==> src/hw/rtl/suse_pkg.sv <==
// ----------------------------------------------------------------------------
// Sorted unique set engine package
// Shared sizes, action and status codes and sequencer states.
// ----------------------------------------------------------------------------
`default_nettype none

package suse_pkg;

    localparam int CAPACITY = 32;
    localparam int KEY_W    = 32;
    localparam int ACT_W    = 3;
    localparam int STAT_W   = 3;
    localparam int OCNT_W   = 6;
    localparam int CNT_W    = $clog2(CAPACITY + 1);
    localparam int ADDR_W   = (CAPACITY > 1) ? $clog2(CAPACITY) : 1;

    typedef enum logic [ACT_W-1:0] {
        ACT_CLEAR  = 3'd0,
        ACT_INSERT = 3'd1,
        ACT_DELETE = 3'd2,
        ACT_SEARCH = 3'd3,
        ACT_DUMP   = 3'd4
    } action_t;

    typedef enum logic [STAT_W-1:0] {
        ST_DONE      = 3'd0,
        ST_FOUND     = 3'd1,
        ST_NOT_FOUND = 3'd2,
        ST_DUPLICATE = 3'd3,
        ST_FULL      = 3'd4,
        ST_EMPTY     = 3'd5
    } status_t;

    typedef enum logic [3:0] {
        S_IDLE,
        S_SCAN_RD,
        S_SCAN_CMP,
        S_DECIDE,
        S_INS_RD,
        S_INS_WR,
        S_DEL_RD,
        S_DEL_WR,
        S_DUMP_RD,
        S_DUMP_OUT,
        S_EMIT
    } state_t;

endpackage

`default_nettype wire

==> src/hw/rtl/suse_ram.sv <==
// ----------------------------------------------------------------------------
// Generic simple dual-port RAM
// One write port, one read port with registered read data held when idle.
// ----------------------------------------------------------------------------
`default_nettype none

module suse_ram #(
    parameter int DATA_W = 32,
    parameter int DEPTH  = 32,
    parameter int ADDR_W = (DEPTH > 1) ? $clog2(DEPTH) : 1
) (
    input  wire logic              aclk,
    input  wire logic              wr_en,
    input  wire logic [ADDR_W-1:0] wr_addr,
    input  wire logic [DATA_W-1:0] wr_data,
    input  wire logic              rd_en,
    input  wire logic [ADDR_W-1:0] rd_addr,
    output logic      [DATA_W-1:0] rd_data
);

    logic [DATA_W-1:0] mem [DEPTH];
    logic [DATA_W-1:0] rd_data_reg;

    always_ff @(posedge aclk) begin
        if (wr_en) begin
            mem[wr_addr] <= wr_data;
        end
        if (rd_en) begin
            rd_data_reg <= mem[rd_addr];
        end
    end

    assign rd_data = rd_data_reg;

endmodule

`default_nettype wire

==> src/hw/rtl/sorted_unique_set_engine_unit.sv <==
// ----------------------------------------------------------------------------
// Sorted unique set engine
// Ordered set of distinct signed 32-bit values with clear, insert, delete,
// search and dump actions.
// ----------------------------------------------------------------------------
// Input channel s_*: one beat carries an action and a key. s_ready is high
// only while the sequencer is idle; one action is worked at a time.
// Result channel m_*: one beat per action, or one beat per stored value for
// a dump of a non-empty set (empty set gives a single beat). m_last_of_run
// marks the final beat of an action; every beat carries the count after it.
// Operation: values sit in one RAM with registered read. Insert, delete and
// search scan from the low end, reading and then comparing each entry
// passed over. Insert then shifts the tail up and delete shifts it down,
// with a read and a write per moved entry. Clear and unused codes go
// straight to the result beat. A dump reads each value, then emits it.
// The result sits in an output register, so the next action is accepted
// while it waits; a stalled receiver holds the sequencer at its next beat.
// Reset (aresetn low, synchronous) empties the set and drops any pending
// beat; the RAM needs no clearing since only stored entries are read.
// ----------------------------------------------------------------------------
`default_nettype none

module sorted_unique_set_engine_unit
    import suse_pkg::*;
(
    input  wire logic                    aclk,
    input  wire logic                    aresetn,
    input  wire logic                    s_valid,
    output logic                         s_ready,
    input  wire logic [ACT_W-1:0]        s_action,
    input  wire logic signed [KEY_W-1:0] s_key_value,
    output logic                         m_valid,
    input  wire logic                    m_ready,
    output logic [STAT_W-1:0]            m_status,
    output logic signed [KEY_W-1:0]      m_element_value,
    output logic [OCNT_W-1:0]            m_element_count,
    output logic                         m_last_of_run
);

    state_t                   state_reg, state_next;
    action_t                  action_reg, action_next;
    logic signed [KEY_W-1:0]  key_reg, key_next;
    logic [CNT_W-1:0]         count_reg, count_next;
    logic [CNT_W-1:0]         idx_reg, idx_next;
    logic [CNT_W-1:0]         pos_reg, pos_next;
    logic                     match_reg, match_next;
    status_t                  status_reg, status_next;

    logic                     m_valid_reg, m_valid_next;
    status_t                  m_status_reg, m_status_next;
    logic signed [KEY_W-1:0]  m_value_reg, m_value_next;
    logic [CNT_W-1:0]         m_count_reg, m_count_next;
    logic                     m_last_reg, m_last_next;

    logic                     wr_en;
    logic [ADDR_W-1:0]        wr_addr;
    logic [KEY_W-1:0]         wr_data;
    logic                     rd_en;
    logic [ADDR_W-1:0]        rd_addr;
    logic [KEY_W-1:0]         rd_data;
    logic signed [KEY_W-1:0]  rd_val;

    logic                     out_free;
    logic [CNT_W-1:0]         idx_inc;
    logic [CNT_W-1:0]         idx_dec;

    suse_ram #(
        .DATA_W (KEY_W),
        .DEPTH  (CAPACITY),
        .ADDR_W (ADDR_W)
    ) u_store (
        .aclk    (aclk),
        .wr_en   (wr_en),
        .wr_addr (wr_addr),
        .wr_data (wr_data),
        .rd_en   (rd_en),
        .rd_addr (rd_addr),
        .rd_data (rd_data)
    );

    assign rd_val   = $signed(rd_data);
    assign out_free = !m_valid_reg || m_ready;
    assign idx_inc  = idx_reg + CNT_W'(1);
    assign idx_dec  = idx_reg - CNT_W'(1);

    always_ff @(posedge aclk) begin
        if (!aresetn) begin
            state_reg   <= S_IDLE;
            count_reg   <= '0;
            m_valid_reg <= 1'b0;
        end else begin
            state_reg   <= state_next;
            count_reg   <= count_next;
            m_valid_reg <= m_valid_next;
        end
    end

    always_ff @(posedge aclk) begin
        action_reg   <= action_next;
        key_reg      <= key_next;
        idx_reg      <= idx_next;
        pos_reg      <= pos_next;
        match_reg    <= match_next;
        status_reg   <= status_next;
        m_status_reg <= m_status_next;
        m_value_reg  <= m_value_next;
        m_count_reg  <= m_count_next;
        m_last_reg   <= m_last_next;
    end

    always_comb begin
        state_next    = state_reg;
        action_next   = action_reg;
        key_next      = key_reg;
        count_next    = count_reg;
        idx_next      = idx_reg;
        pos_next      = pos_reg;
        match_next    = match_reg;
        status_next   = status_reg;
        m_valid_next  = m_valid_reg && !m_ready;
        m_status_next = m_status_reg;
        m_value_next  = m_value_reg;
        m_count_next  = m_count_reg;
        m_last_next   = m_last_reg;
        s_ready       = 1'b0;
        wr_en         = 1'b0;
        wr_addr       = idx_reg[ADDR_W-1:0];
        wr_data       = rd_data;
        rd_en         = 1'b0;
        rd_addr       = idx_reg[ADDR_W-1:0];

        unique case (state_reg)
            S_IDLE: begin
                s_ready = 1'b1;
                if (s_valid) begin
                    action_next = action_t'(s_action);
                    key_next    = s_key_value;
                    idx_next    = '0;
                    status_next = ST_DONE;
                    unique case (s_action)
                        ACT_CLEAR: begin
                            count_next = '0;
                            state_next = S_EMIT;
                        end
                        ACT_INSERT, ACT_DELETE, ACT_SEARCH: begin
                            state_next = S_SCAN_RD;
                        end
                        ACT_DUMP: begin
                            if (count_reg == '0) begin
                                status_next = ST_EMPTY;
                                state_next  = S_EMIT;
                            end else begin
                                state_next = S_DUMP_RD;
                            end
                        end
                        default: begin
                            state_next = S_EMIT;
                        end
                    endcase
                end
            end

            S_SCAN_RD: begin
                if (idx_reg == count_reg) begin
                    match_next = 1'b0;
                    pos_next   = idx_reg;
                    state_next = S_DECIDE;
                end else begin
                    rd_en      = 1'b1;
                    state_next = S_SCAN_CMP;
                end
            end

            S_SCAN_CMP: begin
                // advance past smaller values, stop at first not-less entry
                if (rd_val < key_reg) begin
                    idx_next   = idx_inc;
                    state_next = S_SCAN_RD;
                end else begin
                    pos_next   = idx_reg;
                    match_next = (rd_val == key_reg);
                    state_next = S_DECIDE;
                end
            end

            S_DECIDE: begin
                state_next = S_EMIT;
                unique case (action_reg)
                    ACT_SEARCH: begin
                        status_next = match_reg ? ST_FOUND : ST_NOT_FOUND;
                    end
                    ACT_INSERT: begin
                        if (match_reg) begin
                            status_next = ST_DUPLICATE;
                        end else if (count_reg >= CNT_W'(CAPACITY)) begin
                            status_next = ST_FULL;
                        end else begin
                            idx_next   = count_reg;
                            state_next = S_INS_RD;
                        end
                    end
                    ACT_DELETE: begin
                        if (match_reg) begin
                            idx_next   = pos_reg;
                            state_next = S_DEL_RD;
                        end else begin
                            status_next = ST_NOT_FOUND;
                        end
                    end
                    default: begin
                        status_next = ST_DONE;
                    end
                endcase
            end

            S_INS_RD: begin
                if (idx_reg == pos_reg) begin
                    wr_en      = 1'b1;
                    wr_data    = key_reg;
                    count_next = count_reg + CNT_W'(1);
                    state_next = S_EMIT;
                end else begin
                    rd_en      = 1'b1;
                    rd_addr    = idx_dec[ADDR_W-1:0];
                    state_next = S_INS_WR;
                end
            end

            S_INS_WR: begin
                // move entry one slot up
                wr_en      = 1'b1;
                idx_next   = idx_dec;
                state_next = S_INS_RD;
            end

            S_DEL_RD: begin
                if (idx_inc >= count_reg) begin
                    count_next = count_reg - CNT_W'(1);
                    state_next = S_EMIT;
                end else begin
                    rd_en      = 1'b1;
                    rd_addr    = idx_inc[ADDR_W-1:0];
                    state_next = S_DEL_WR;
                end
            end

            S_DEL_WR: begin
                // move entry one slot down
                wr_en      = 1'b1;
                idx_next   = idx_inc;
                state_next = S_DEL_RD;
            end

            S_DUMP_RD: begin
                rd_en      = 1'b1;
                state_next = S_DUMP_OUT;
            end

            S_DUMP_OUT: begin
                // hold read data until the output register frees up
                if (out_free) begin
                    m_valid_next  = 1'b1;
                    m_status_next = ST_DONE;
                    m_value_next  = rd_val;
                    m_count_next  = count_reg;
                    m_last_next   = (idx_inc == count_reg);
                    if (idx_inc == count_reg) begin
                        state_next = S_IDLE;
                    end else begin
                        idx_next   = idx_inc;
                        state_next = S_DUMP_RD;
                    end
                end
            end

            S_EMIT: begin
                if (out_free) begin
                    m_valid_next  = 1'b1;
                    m_status_next = status_reg;
                    m_value_next  = '0;
                    m_count_next  = count_reg;
                    m_last_next   = 1'b1;
                    state_next    = S_IDLE;
                end
            end

            default: begin
                state_next = S_IDLE;
            end
        endcase
    end

    assign m_valid         = m_valid_reg;
    assign m_status        = m_status_reg;
    assign m_element_value = m_value_reg;
    assign m_element_count = OCNT_W'(m_count_reg);
    assign m_last_of_run   = m_last_reg;

endmodule

`default_nettype wire
==> config.mk <==
export PLATFORM = sky130hd
export DESIGN_NAME = sorted_unique_set_engine_unit
export DESIGN_NICKNAME = d
export VERILOG_FILES = /design/src/hw/rtl/suse_pkg.sv /design/src/hw/rtl/suse_ram.sv /design/src/hw/rtl/sorted_unique_set_engine_unit.sv
export SDC_FILE = /design/constraint.sdc
export NUM_CORES = 1
export LEC_CHECK = 0
export ABC_AREA = 1
export BUFFER_PORTS_ARGS = -buffer_cell sky130_fd_sc_hd__buf_4
export CORE_MARGIN = 2
export CORE_UTILIZATION = 40
export CTS_BUF_LIST = sky130_fd_sc_hd__clkbuf_8
export CTS_CLUSTER_SIZE = 8
export DETAILED_ROUTE_END_ITERATION = 12
export GPL_TIMING_DRIVEN = 0
export PLACE_DENSITY = 0.6
export SYNTH_ARGS = -nofsm -noshare
export SYNTH_HDL_FRONTEND = slang
export SYNTH_SLANG_ARGS = --single-unit
==> constraint.sdc <==
create_clock -name aclk -period 3.2 [get_ports aclk]
set_input_delay 0.8 -clock aclk [delete_from_list [all_inputs] [get_ports aclk]]
set_output_delay 0.8 -clock aclk [all_outputs]
set_load 0.01 [all_outputs]
==> metrics.txt <==
# TYPE chip_impl_metric gauge
chip_impl_info{name="outcome",value="finished with violations"} 1
chip_impl_info{name="violations_in_the_final_reports",value="setup timing"} 1
chip_impl_info{name="startpoint_type",value="flop"} 1
chip_impl_metric{name="required",unit="ps"} 3810
chip_impl_metric{name="finalHoldViolCount",unit=""} 0
chip_impl_metric{name="placed_cells_incl_taps",unit=""} 7033
chip_impl_metric{name="final_setup_viols",unit=""} 1449
chip_impl_info{name="cts.root.buffer_cell",value="sky130_fd_sc_hd__clkbuf_8"} 1
chip_impl_metric{name="clock_sinks",unit=""} 1160
chip_impl_metric{name="dpl_worst_slack",unit="ps"} -1960
chip_impl_metric{name="grt_pass1_wl",unit="mm"} 227
chip_impl_metric{name="detailedRoute.firstPassIterationCount",unit=""} 6
chip_impl_metric{name="cap_viol_max_count",unit=""} 0
chip_impl_metric{name="groute.usage.overall",unit="%"} 23.3
chip_impl_metric{name="nNetsFinal",unit=""} 5651
chip_impl_metric{name="p_leak",unit="nW"} 27.8
chip_impl_metric{name="final_layout_size_suffix_gt1_share",unit="%"} 18.9
chip_impl_info{name="worstHoldPathType",value="input pin to flop"} 1
chip_impl_info{name="synth_ff_type",value="sky130_fd_sc_hd__edfxtp_1"} 1
chip_impl_metric{name="core_area",unit="um2"} 129000
chip_impl_metric{name="maximum_number_of_pins_on_one_net_before_global_route_repair",unit=""} 33
chip_impl_metric{name="yosys_register_bits",unit=""} 1160
chip_impl_metric{name="insertion_delay",unit="ps"} 920
chip_impl_metric{name="critical_path_peak_fanout",unit=""} 10
chip_impl_metric{name="vdd.ir_drop.worst",unit="mV"} 0.368
chip_impl_metric{name="whs",unit="ps"} 83.3
chip_impl_metric{name="setup_slack",unit="ps"} -553
chip_impl_metric{name="clkTransAtPathRegs",unit="ps"} 60
chip_impl_metric{name="fp.dieArea",unit="um2"} 133000
chip_impl_metric{name="synth_top_cell_area_share",unit="%"} 66.2
chip_impl_metric{name="n_fill_cell",unit=""} 11400
chip_impl_metric{name="power_density",unit="nW/um2"} 924
chip_impl_metric{name="antenna_violating_nets_left",unit=""} 0
chip_impl_metric{name="timing.max_slew.rel_slack",unit="%"} 41.5
chip_impl_metric{name="flow.area_growth_from_synthesis",unit="%"} 23.7
chip_impl_metric{name="post_drt_via_cell_ratio",unit=""} 5.00
chip_impl_metric{name="drt_iter0_drc",unit=""} 4154
chip_impl_metric{name="synthesis.area_per_instance",unit="um2"} 10.1
chip_impl_metric{name="row_count",unit=""} 132
chip_impl_info{name="worst_setup_path_end_kind",value="flop"} 1
chip_impl_metric{name="slew_violations",unit=""} 0
chip_impl_metric{name="wire_per_inst",unit="um"} 21.1
chip_impl_metric{name="dp_hpwl",unit="mm"} 109
chip_impl_metric{name="largest_register_ffs",unit=""} 1024
chip_impl_metric{name="layout.cells.non_filler",unit=""} 7442
chip_impl_metric{name="initial_utilization",unit="%"} 40.3
chip_impl_metric{name="synth_area",unit="um2"} 52100
chip_impl_metric{name="total_number_of_vias",unit=""} 37200
chip_impl_metric{name="max_freq",unit="MHz"} 266
chip_impl_metric{name="synth.yosys.seq_area_share",unit="%"} 66.6
chip_impl_info{name="largest_register",value="u_store.mem"} 1
chip_impl_metric{name="fin_crit",unit="ps"} 3750
chip_impl_metric{name="totalNegativeSetupSlack",unit="ps"} -225840
chip_impl_metric{name="grt_overflow",unit=""} 0
chip_impl_metric{name="number_of_antenna_violations_at_the_first_check_in_global_routing",unit=""} 6
chip_impl_metric{name="gp_congestion",unit=""} 0.976
chip_impl_metric{name="postSynth.asyncResetShare",unit="%"} 0
chip_impl_info{name="synthTopCellsByArea",value="sky130_fd_sc_hd__edfxtp_1 (66%), sky130_fd_sc_hd__nand3_1 (11%), sky130_fd_sc_hd__inv_1 (8.3%)"} 1
chip_impl_info{name="grt_setup_unrepaired",value="true"} 1
chip_impl_metric{name="clock_tree.htree_level_count",unit=""} 4
chip_impl_metric{name="die_h",unit="um"} 365
chip_impl_metric{name="cts_buffer_depth",unit=""} 3
chip_impl_metric{name="fp.dieW",unit="um"} 365
chip_impl_info{name="yosysMostFrequentCell",value="sky130_fd_sc_hd__inv_1"} 1
chip_impl_metric{name="synthesis.nets",unit=""} 5228
chip_impl_metric{name="yosys_warnings",unit=""} 0
chip_impl_metric{name="detail_route.wirelength",unit="mm"} 157
chip_impl_metric{name="ys_types",unit=""} 41
chip_impl_metric{name="route.detailed.drc",unit=""} 0
chip_impl_info{name="netlist_top_cells_count",value="sky130_fd_sc_hd__inv_1 (1150), sky130_fd_sc_hd__edfxtp_1 (1149), sky130_fd_sc_hd__nand3_1 (1138), sky130_fd_sc_hd__nand2_1 (1103), sky130_fd_sc_hd__buf_2 (173)"} 1
chip_impl_metric{name="pin_count",unit=""} 83
chip_impl_info{name="cts_tree",value="built"} 1
chip_impl_metric{name="arrival",unit="ps"} 4370
chip_impl_metric{name="netlist_instances",unit=""} 5142
chip_impl_info{name="type_of_the_worst_setup_path",value="flop to flop"} 1
chip_impl_metric{name="timing_worst_slew_pin_value",unit="ps"} 872
chip_impl_metric{name="period_share",unit="%"} 117
chip_impl_metric{name="portBuffers",unit=""} 82
chip_impl_metric{name="fin_skew",unit="ps"} 52.7
chip_impl_info{name="synth_top_area_cell",value="sky130_fd_sc_hd__edfxtp_1"} 1
chip_impl_metric{name="number_of_global_route_vias_before_repair",unit=""} 35600
chip_impl_metric{name="synth-edff-count",unit=""} 1149
chip_impl_metric{name="cts_made_buffers",unit=""} 186
==> area by class of cell <==
type | instances | area (um2) | share of cell area [%]
sequential | 1160 | 34700 | 53.8
multi-input combinational | 2573 | 14400 | 22.3
inverter | 1158 | 4360 | 6.76
timing repair buffer | 232 | 3320 | 5.14
clock buffer | 190 | 2620 | 4.05
buffer | 254 | 2280 | 3.54
tap | 1742 | 2180 | 3.38
clock inverter | 132 | 628 | 0.974
antenna | 1 | 2.50 | 0.00388
==> path summary, 6_finish.rpt <==
check | cells past startpoint | slack, ps | from | endpoint
worst max-delay path | 21 | -550 | idx_reg[0] | u_store.rd_data[29]
worst min-delay path | 1 | 80 | s_key_value[22] | key_reg[22]
worst max register to register | 21 | -550 | idx_reg[0] | u_store.rd_data[29]
worst min register to register | 0 | 490 | idx_reg[4] | pos_reg[4]
==> stage by stage <==
stage / power, mW / area (um2) / utilization, %
after CTS: 57.5 / 63200 / 48.8
after global routing: 61.9 / 64500 / 49.8
final: 59.6 / 64500 / 49.8
after global placement: 40.7 / 54900 / 42.4
after floorplan: 31.6 / 52100 / -
after detailed placement: 42.1 / 57100 / 44.1
==> power breakdown <==
group | switching (mW) | internal [mW] | leakage (nW)
registers | 0.357 | 19.7 | 10.5
clock network | 5.88 | 5.64 | 1.91
logic | 18.7 | 9.28 | 15.4
total | 25.0 | 34.6 | 27.8
==> critical path, cell delays in order, from the launching register on <==
cell and delay (ps):
sky130_fd_sc_hd__edfxtp_1 460, sky130_fd_sc_hd__buf_6 170, sky130_fd_sc_hd__ha_4 190, sky130_fd_sc_hd__xor2_4 210, sky130_fd_sc_hd__ha_4 270, sky130_fd_sc_hd__nand2_2 70
sky130_fd_sc_hd__nor2_2 140, sky130_fd_sc_hd__o21ai_2 110, sky130_fd_sc_hd__nand3_4 180, sky130_fd_sc_hd__nand3_4 240, sky130_fd_sc_hd__buf_12 230, sky130_fd_sc_hd__nand2_8 100
sky130_fd_sc_hd__buf_6 130, sky130_fd_sc_hd__buf_16 160, sky130_fd_sc_hd__buf_12 150, sky130_fd_sc_hd__nand2_1 60, sky130_fd_sc_hd__nand3_1 70, sky130_fd_sc_hd__nand3_1 80
sky130_fd_sc_hd__nand3_2 110, sky130_fd_sc_hd__nand2_2 70, sky130_fd_sc_hd__nand2_2 140, sky130_fd_sc_hd__nand2_4 90
==> routing by layer <==
metal | part of all wire (%) | track usage, % | routed length (um)
met2 | 45 | 36.4 | 71200
met1 | 40 | 30.6 | 63600
met4 | 5.4 | 13.0 | 8480
met3 | 8.9 | 4.36 | 14000
met5 | 0 | 0 | 0
==> cell usage in the layout, fill, tap and decap left out, drive strengths merged <==
master and count:
clkbuf 267, fa 1, o31ai 2, ha 46, nand4 5, a21oi 41
a311oi 1, o21a 1, nand2 1110, xor2 9, nand3b 3, nor2 120
o21ai 60, edfxtp 1149, a21o 1, diode 1, or2 1, a22oi 1
dfxtp 11, nand3 1141, clkinvlp 6, nor3 11, a32oi 1, nor4 3
inv 1237, xnor2 1, clkinv 45, bufinv 2, o41ai 1, a211oi 2
o22ai 1, o211ai 5, a31oi 5, buf 409
==> cells by family after synthesis <==
family                     count (synthesis)  share of synthesized area [%]
AOI/OAI and AO/OA                        122                           1.27
xor gates and xnor gates                  10                          0.168
adders and majority gates                 47                           1.14
buffers and inverters                   1412                           10.7
DFF                                     1160                           66.6
and+or+nand+nor                         2391                           20.2
==> timing repair <==
| action | 4_1_cts | 5_1_grt |
|---|---|---|
| endpoints found under the setup margin | 2118 | 2081 |
| cloned | 10 | 9 |
| setup buffers | 58 | 10 |
| resized for setup | 589 | 241 |
| hold buffers | 0 | 0 |
| pin swaps | 55 | 64 |
Power figures use the tool's default switching activity.
